**config.mk**
```make
export PLATFORM = sky130hd
export DESIGN_NAME = message_display_scheduler_top
export DESIGN_NICKNAME = d
export VERILOG_FILES = /design/src/hdl/msched_pkg.sv /design/src/hdl/message_display_scheduler_top.sv
export SDC_FILE = /design/constraint.sdc
export NUM_CORES = 1
export LEC_CHECK = 0
export BUFFER_PORTS_ARGS = -buffer_cell sky130_fd_sc_hd__clkbuf_2
export CORE_MARGIN = 3
export CORE_UTILIZATION = 45
export CTS_CLUSTER_SIZE = 20
export DETAILED_ROUTE_END_ITERATION = 10
export MAX_ROUTING_LAYER = met4
export SLEW_MARGIN = 25
export SYNTH_ARGS = -nofsm -noshare
export SYNTH_HDL_FRONTEND = slang
export SYNTH_SLANG_ARGS = --single-unit
```
**constraint.sdc**
```tcl
create_clock -name clk -period 11.6 [get_ports clk]
set_input_delay 1.16 -clock clk [delete_from_list [all_inputs] [get_ports clk]]
set_output_delay 1.16 -clock clk [all_outputs]
set_load 0.01 [all_outputs]
```
**src/hdl/msched_pkg.sv**
```systemverilog
// Package with the widths and time constants of the message display scheduler.
package msched_pkg;

  localparam int unsigned VER_W   = 6;
  localparam int unsigned SEC_W   = 32;
  localparam int unsigned CYC_W   = 11;
  localparam int unsigned MULA_W  = 17;
  localparam int unsigned MULB_W  = 16;

  localparam logic [MULA_W-1:0] SEC_PER_DAY  = 17'd86400;
  localparam logic [MULA_W-1:0] SEC_PER_HOUR = 17'd3600;
  localparam logic [MULA_W-1:0] SEC_PER_MIN  = 17'd60;

endpackage

```
**src/hdl/message_display_scheduler_top.sv**
```systemverilog
// Message display scheduler: one sequencer around a shared multiplier and a remainder unit.
// A message word with the stored version is dropped and the block stays ready. A tick word
// runs the one-bit-per-cycle remainder of the local time by the cycle length, and the
// shared multiplier and a final sum rebuilding the clock when the date or time changed. A
// tick that finds the message finished or not yet started skips the remainder. The result
// word sits in an output register, so the next word is accepted while it waits; a further
// result word then waits in the last step, and the block is not ready, until the receiver
// takes the first one.
module message_display_scheduler_top
  import msched_pkg::*;
(
  input  logic              clk,
  input  logic              rst,
  input  logic              in_valid,
  output logic              in_ready,
  input  logic              func,
  input  logic [15:0]       clock_date,
  input  logic [7:0]        clock_hour,
  input  logic [7:0]        clock_minute,
  input  logic [VER_W-1:0]  message_version,
  input  logic [15:0]       start_day,
  input  logic [4:0]        start_hour,
  input  logic [5:0]        start_minute,
  input  logic [7:0]        show_seconds,
  input  logic [9:0]        gap_seconds,
  input  logic [5:0]        repeat_count,
  output logic              out_valid,
  input  logic              out_ready,
  output logic              show,
  output logic [VER_W-1:0]  shown_version
);

  typedef enum logic [3:0] {
    S_IDLE, S_TOT, S_CMP, S_DIV, S_PHASE, S_CLK,
    S_MUL_DAY, S_MUL_HR, S_MUL_MN, S_SUM, S_DONE
  } state_t;

  state_t state;

  logic [SEC_W-1:0] real_seconds;
  logic [SEC_W-1:0] local_seconds;
  logic [SEC_W-1:0] start_seconds;
  logic [15:0]      last_date;
  logic [15:0]      last_clock;
  logic [VER_W-1:0] stored_version;
  logic [7:0]       show_len;
  logic [9:0]       gap_len;
  logic [5:0]       repeats;
  logic             pending_start;
  logic             displaying;

  logic             lat_func;
  logic [15:0]      lat_day;
  logic [7:0]       lat_hr;
  logic [7:0]       lat_mn;

  logic             emit_pend;
  logic             emit_show;
  logic             emit_now;

  logic [SEC_W-1:0] prod;
  logic [SEC_W-1:0] acc;
  logic [SEC_W-1:0] div_sh;
  logic [CYC_W-1:0] rem;
  logic [4:0]       cnt;

  logic [CYC_W-1:0]         cycle_len;
  logic [MULA_W-1:0]        mul_a;
  logic [MULB_W-1:0]        mul_b;
  logic [MULA_W+MULB_W-1:0] mul_full;
  logic [CYC_W:0]           trial;
  logic [SEC_W-1:0]         elapsed;

  assign in_ready  = (state == S_IDLE);
  assign cycle_len = {3'b000, show_len} + {1'b0, gap_len};
  assign trial     = {rem, div_sh[SEC_W-1]};
  assign elapsed   = real_seconds - start_seconds;
  assign mul_full  = mul_a * mul_b;
  assign emit_now  = (state == S_DONE) && emit_pend && (!out_valid || out_ready);

  always_comb begin
    case (state)
      S_TOT: begin
        mul_a = {{(MULA_W-6){1'b0}}, repeats};
        mul_b = {{(MULB_W-CYC_W){1'b0}}, cycle_len};
      end
      S_MUL_DAY: begin
        mul_a = SEC_PER_DAY;
        mul_b = lat_day;
      end
      S_MUL_HR: begin
        mul_a = SEC_PER_HOUR;
        mul_b = {8'h00, lat_hr};
      end
      S_MUL_MN: begin
        mul_a = SEC_PER_MIN;
        mul_b = {8'h00, lat_mn};
      end
      default: begin
        mul_a = '0;
        mul_b = '0;
      end
    endcase
  end

  always_ff @(posedge clk) begin
    if (rst) begin
      state          <= S_IDLE;
      real_seconds   <= '0;
      local_seconds  <= '0;
      start_seconds  <= '0;
      last_date      <= '0;
      last_clock     <= '0;
      stored_version <= '0;
      show_len       <= '0;
      gap_len        <= '0;
      repeats        <= '0;
      pending_start  <= 1'b0;
      displaying     <= 1'b0;
      emit_pend      <= 1'b0;
      emit_show      <= 1'b0;
      out_valid      <= 1'b0;
    end else begin
      if (emit_now) begin
        out_valid     <= 1'b1;
        show          <= emit_show;
        shown_version <= stored_version;
      end else if (out_valid && out_ready) begin
        out_valid <= 1'b0;
      end
      case (state)
        S_IDLE: begin
          if (in_valid) begin
            lat_func <= func;
            if (func) begin
              lat_day <= start_day;
              lat_hr  <= {3'b000, start_hour};
              lat_mn  <= {2'b00, start_minute};
              if (message_version != stored_version) begin
                stored_version <= message_version;
                show_len       <= show_seconds;
                gap_len        <= gap_seconds;
                repeats        <= repeat_count;
                pending_start  <= 1'b1;
                local_seconds  <= '0;
                if (displaying) begin
                  displaying <= 1'b0;
                  emit_pend  <= 1'b1;
                  emit_show  <= 1'b0;
                end
                state <= S_MUL_DAY;
              end
            end else begin
              lat_day <= clock_date;
              lat_hr  <= clock_hour;
              lat_mn  <= clock_minute;
              state   <= S_TOT;
            end
          end
        end
        S_TOT: begin
          prod  <= mul_full[SEC_W-1:0];
          state <= S_CMP;
        end
        S_CMP: begin
          if (local_seconds >= prod) begin
            if (displaying) begin
              displaying <= 1'b0;
              emit_pend  <= 1'b1;
              emit_show  <= 1'b0;
            end
            state <= S_CLK;
          end else if (pending_start && (real_seconds < start_seconds)) begin
            state <= S_CLK;
          end else begin
            if (pending_start) begin
              local_seconds <= elapsed;
              div_sh        <= elapsed;
              pending_start <= 1'b0;
            end else begin
              div_sh <= local_seconds;
            end
            rem   <= '0;
            cnt   <= 5'd31;
            state <= S_DIV;
          end
        end
        S_DIV: begin
          if (trial >= {1'b0, cycle_len}) begin
            rem <= CYC_W'(trial - {1'b0, cycle_len});
          end else begin
            rem <= trial[CYC_W-1:0];
          end
          div_sh <= {div_sh[SEC_W-2:0], 1'b0};
          cnt    <= cnt - 5'd1;
          if (cnt == 5'd0) begin
            state <= S_PHASE;
          end
        end
        S_PHASE: begin
          if (rem < {3'b000, show_len}) begin
            if (!displaying) begin
              displaying <= 1'b1;
              emit_pend  <= 1'b1;
              emit_show  <= 1'b1;
            end
          end else if (displaying) begin
            displaying <= 1'b0;
            emit_pend  <= 1'b1;
            emit_show  <= 1'b0;
          end
          local_seconds <= local_seconds + 32'd1;
          state         <= S_CLK;
        end
        S_CLK: begin
          if ((lat_day != last_date) || ({lat_hr, lat_mn} != last_clock)) begin
            last_date  <= lat_day;
            last_clock <= {lat_hr, lat_mn};
            state      <= S_MUL_DAY;
          end else begin
            real_seconds <= real_seconds + 32'd1;
            state        <= S_DONE;
          end
        end
        S_MUL_DAY: begin
          prod  <= mul_full[SEC_W-1:0];
          state <= S_MUL_HR;
        end
        S_MUL_HR: begin
          acc   <= prod;
          prod  <= mul_full[SEC_W-1:0];
          state <= S_MUL_MN;
        end
        S_MUL_MN: begin
          acc   <= acc + prod;
          prod  <= mul_full[SEC_W-1:0];
          state <= S_SUM;
        end
        S_SUM: begin
          if (lat_func) begin
            start_seconds <= acc + prod;
          end else begin
            real_seconds <= acc + prod;
          end
          state <= S_DONE;
        end
        S_DONE: begin
          if (!emit_pend) begin
            state <= S_IDLE;
          end else if (emit_now) begin
            emit_pend <= 1'b0;
            state     <= S_IDLE;
          end
        end
        default: begin
          state <= S_IDLE;
        end
      endcase
    end
  end

endmodule

```
==> impl_metrics.tcl <==
set metrics [dict create \
    rr_startpoint "show_len[0]" \
    die_h_um 251 \
    fmax_mhz 119 \
    postCtsSetupBuffers 0 \
    cp_data_required_time_ps 11890 \
    yosys_warnings 0 \
    critPathTopFamily "adder cells" \
    grt_pass1_vias 22000 \
    port_buffers 102 \
    wire_per_inst_um 18.2 \
    wl_met3_um 3430 \
    whs_endpoint "show" \
    timing.final.crit_share_pct 72.7 \
    synth_top_cells_by_count "inv_1 (383), nor2_1 (307), nand2_1 (259), ha_1 (249), a21oi_1 (222)" \
    place_congestion 0.909 \
    multi_input_area_mm2 0.0175 \
    syn_inst 3060 \
    fin_tns_setup_ps 0 \
    synth.area.top_cells "edfxtp_1 (17%), dfxtp_1 (12%), fa_1 (12%), ha_1 (12%), inv_1 (5.3%)" \
    setup_viol 0 \
    core_mm2 0.0592 \
    cts.sinks 319 \
    insertion_delay_ps 570 \
    hold_depth 0 \
    hold_violations 0 \
    vias_per_cell 5.55 \
    rows 89 \
    root_buffer "clkbuf_16" \
    cts-buffers-inserted 38 \
    layout-drive-gt1-share_pct 8.81 \
    htree_levels 2 \
    grtUsageTotal_pct 23.6 \
    synth-edff-count 152 \
    p_leak_uw 0.0133 \
    synth-seq-area-share_pct 29.2 \
    syn-cell-area_mm2 0.0270 \
    worst_pin_slew_ps 1050 \
    slowest_stage "fa_1" \
    ant_nets 0 \
    max_stage_delay_ps 530 \
    post_cts_resized 0 \
    clk_pin_slew_ps 60 \
    wirelength_um 72400 \
    crit_path_end_kind "flip-flop" \
    synth.most_common_cell "inv_1" \
    path_buf_inv 7 \
    drt-pass1-iter-count 6 \
    ctsHoldBuffers 0 \
    dp_hpwl_um 57300 \
    ys_async_sr_fraction_pct 0 \
    setup.worst_path.start "show_len[0]" \
    top_layer_used "met4" \
    slew_viol_final 0 \
    die_w_um 251 \
    drv_cap 0 \
    wl_met1_um 32500 \
    worstPathArrival_ps 8720 \
    utilization_pct 50.5 \
    timing.hold.ws_ps 437 \
    worst_r2r_path_depth 33 \
    powerDensity_mw_per_mm2 163 \
    ys_seq_elements 319 \
    syn_to_final_growth_pct 10.7 \
    final.min_clock_period_ps 8430 \
    overflow 0 \
    nets 3680 \
    status "finished, final reports clean" \
    start_kind "flip-flop" \
    fillCellCount 5523 \
    layout.area.seq_mm2 0.00791 \
    worst_slew_margin_rel_pct 29.7 \
    cts_buffer_depth 3 \
    r2r-end "prod[30]" \
    synth_top_area_share_pct 16.9 \
    start_util_pct 45.7 \
    drcViolationCount 0 \
    grt_pass1_wl_um 117000 \
    r2r_setup_slack_ps 3170 \
    io_pins 103 \
    grt_max_degree 78 \
    routed-wl-met2_um 34600 \
    min_from "emit_show" \
    ys.flop_type "dfxtp_1" \
    crit_fanout 6 \
    die_area_mm2 0.0631 \
    vias 22100 \
    synth.largest_area_cell "edfxtp_1" \
    ir_drop_v 0.000108 \
    rsz0062_at_grt "false" \
    antenna_cells 0 \
    drtIter0Drc 1460 \
    syn_avg_cell_area_um2 8.84 \
    synth.distinct_cells 89 \
    hold_path_class "reg2reg" \
    worstSetupPathType "reg2reg" \
    skew_ps 29.3 \
    cts_tree "built" \
    antenna_found_initial 0 \
]
-- routing by layer --
metal | global-route usage [%] | up-vias
met5 | - | -
met4 | 6.68 | 0
met3 | 2.34 | 139
met2 | 39.8 | 610
met1 | 30.2 | 10600
li1 | - | 10800
-- area by class of cell --
class,instances,share of cell area (%)
timing repair buffer,133,2.55
inverter,384,4.82
sequential,319,26.4
clock inverter,18,0.727
clock buffer,52,3.76
tap,773,3.23
multi-input combinational,2296,58.5
-- kinds of logic after synthesis --
group | share of synthesized area, %
flip-flops | 29.2
buffers and inverters | 7.05
adder cells (fa/ha/maj) | 23.7
AND/OR/NAND/NOR | 14.5
other | 0.0278
XOR/XNOR | 4.42
AO/OA/AOI/OAI | 16.4
multiplexers | 4.62
-- power by group --
part | internal [µW] | total [µW] | switching [µW]
sequential | 1380 | 1530 | 150
combinational | 793 | 2070 | 1270
clock | 774 | 1290 | 512
total | 2950 | 4880 | 1940
-- how the worst max path moves through the flow --
stage / end / slack (ps) / cells after the start
floorplan: cnt[0] / 950 / 11
global placement: prod[30] / 3370 / 33
detailed placement: prod[28] / 3220 / 32
CTS: prod[28] / 3180 / 32
global route: prod[28] / 2630 / 32
finish: prod[30] / 3170 / 33
-- state kept, by name, summed over array words and instances, names as in the netlist, 4 cells and up --
name	count
last_date	16
gap_len	10
rem	11
cnt	5
real_seconds	32
stored_version	6
local_seconds	32
state	4
div_sh	32
start_seconds	32
repeats	6
shown_version	6
show_len	8
lat_day	16
prod	32
lat_mn	8
acc	32
lat_hr	8
last_clock	16
-- stage by stage --
| step | instances | area (µm²) | total power, µW | setup WS, ps |
|---|---|---|---|---|
| floorplan | 3112 | 27200 | 3030 | 954 |
| global placement | 3904 | 28600 | 3540 | 3370 |
| detailed placement | 3905 | 28600 | 3580 | 3220 |
| CTS | 3975 | 29900 | 4890 | 3180 |
| global route | 3975 | 29900 | 5240 | 2630 |
| finish | 3975 | 29900 | 4880 | 3170 |
-- layout by cell type, fill, tap and decap left out, types with 17 or more instances in the layout --
cell type | synthesis | final
inv_1 | 383 | 383
nor2_1 | 307 | 301
nand2_1 | 259 | 258
ha_1 | 249 | 249
a21oi_1 | 222 | 222
o21ai_0 | 186 | 185
dfxtp_1 | 167 | 167
fa_1 | 165 | 165
edfxtp_1 | 152 | 152
clkbuf_2 | 0 | 101
mux2i_1 | 90 | 90
xnor2_1 | 67 | 67
xor2_1 | 67 | 67
a21o_1 | 59 | 58
conb_1 | 2 | 54
nand3_1 | 48 | 47
a211oi_1 | 44 | 44
nor3_1 | 46 | 43
clkbuf_16 | 0 | 39
nand4_1 | 33 | 33
mux2_2 | 31 | 31
nand2b_1 | 30 | 30
buf_4 | 2 | 30
a31oi_1 | 28 | 28
and3_1 | 23 | 23
and2_1 | 22 | 22
or3_1 | 21 | 20
nor4_1 | 20 | 18
nor2b_1 | 17 | 17
Note: power is estimated with default switching activity, not from simulation.
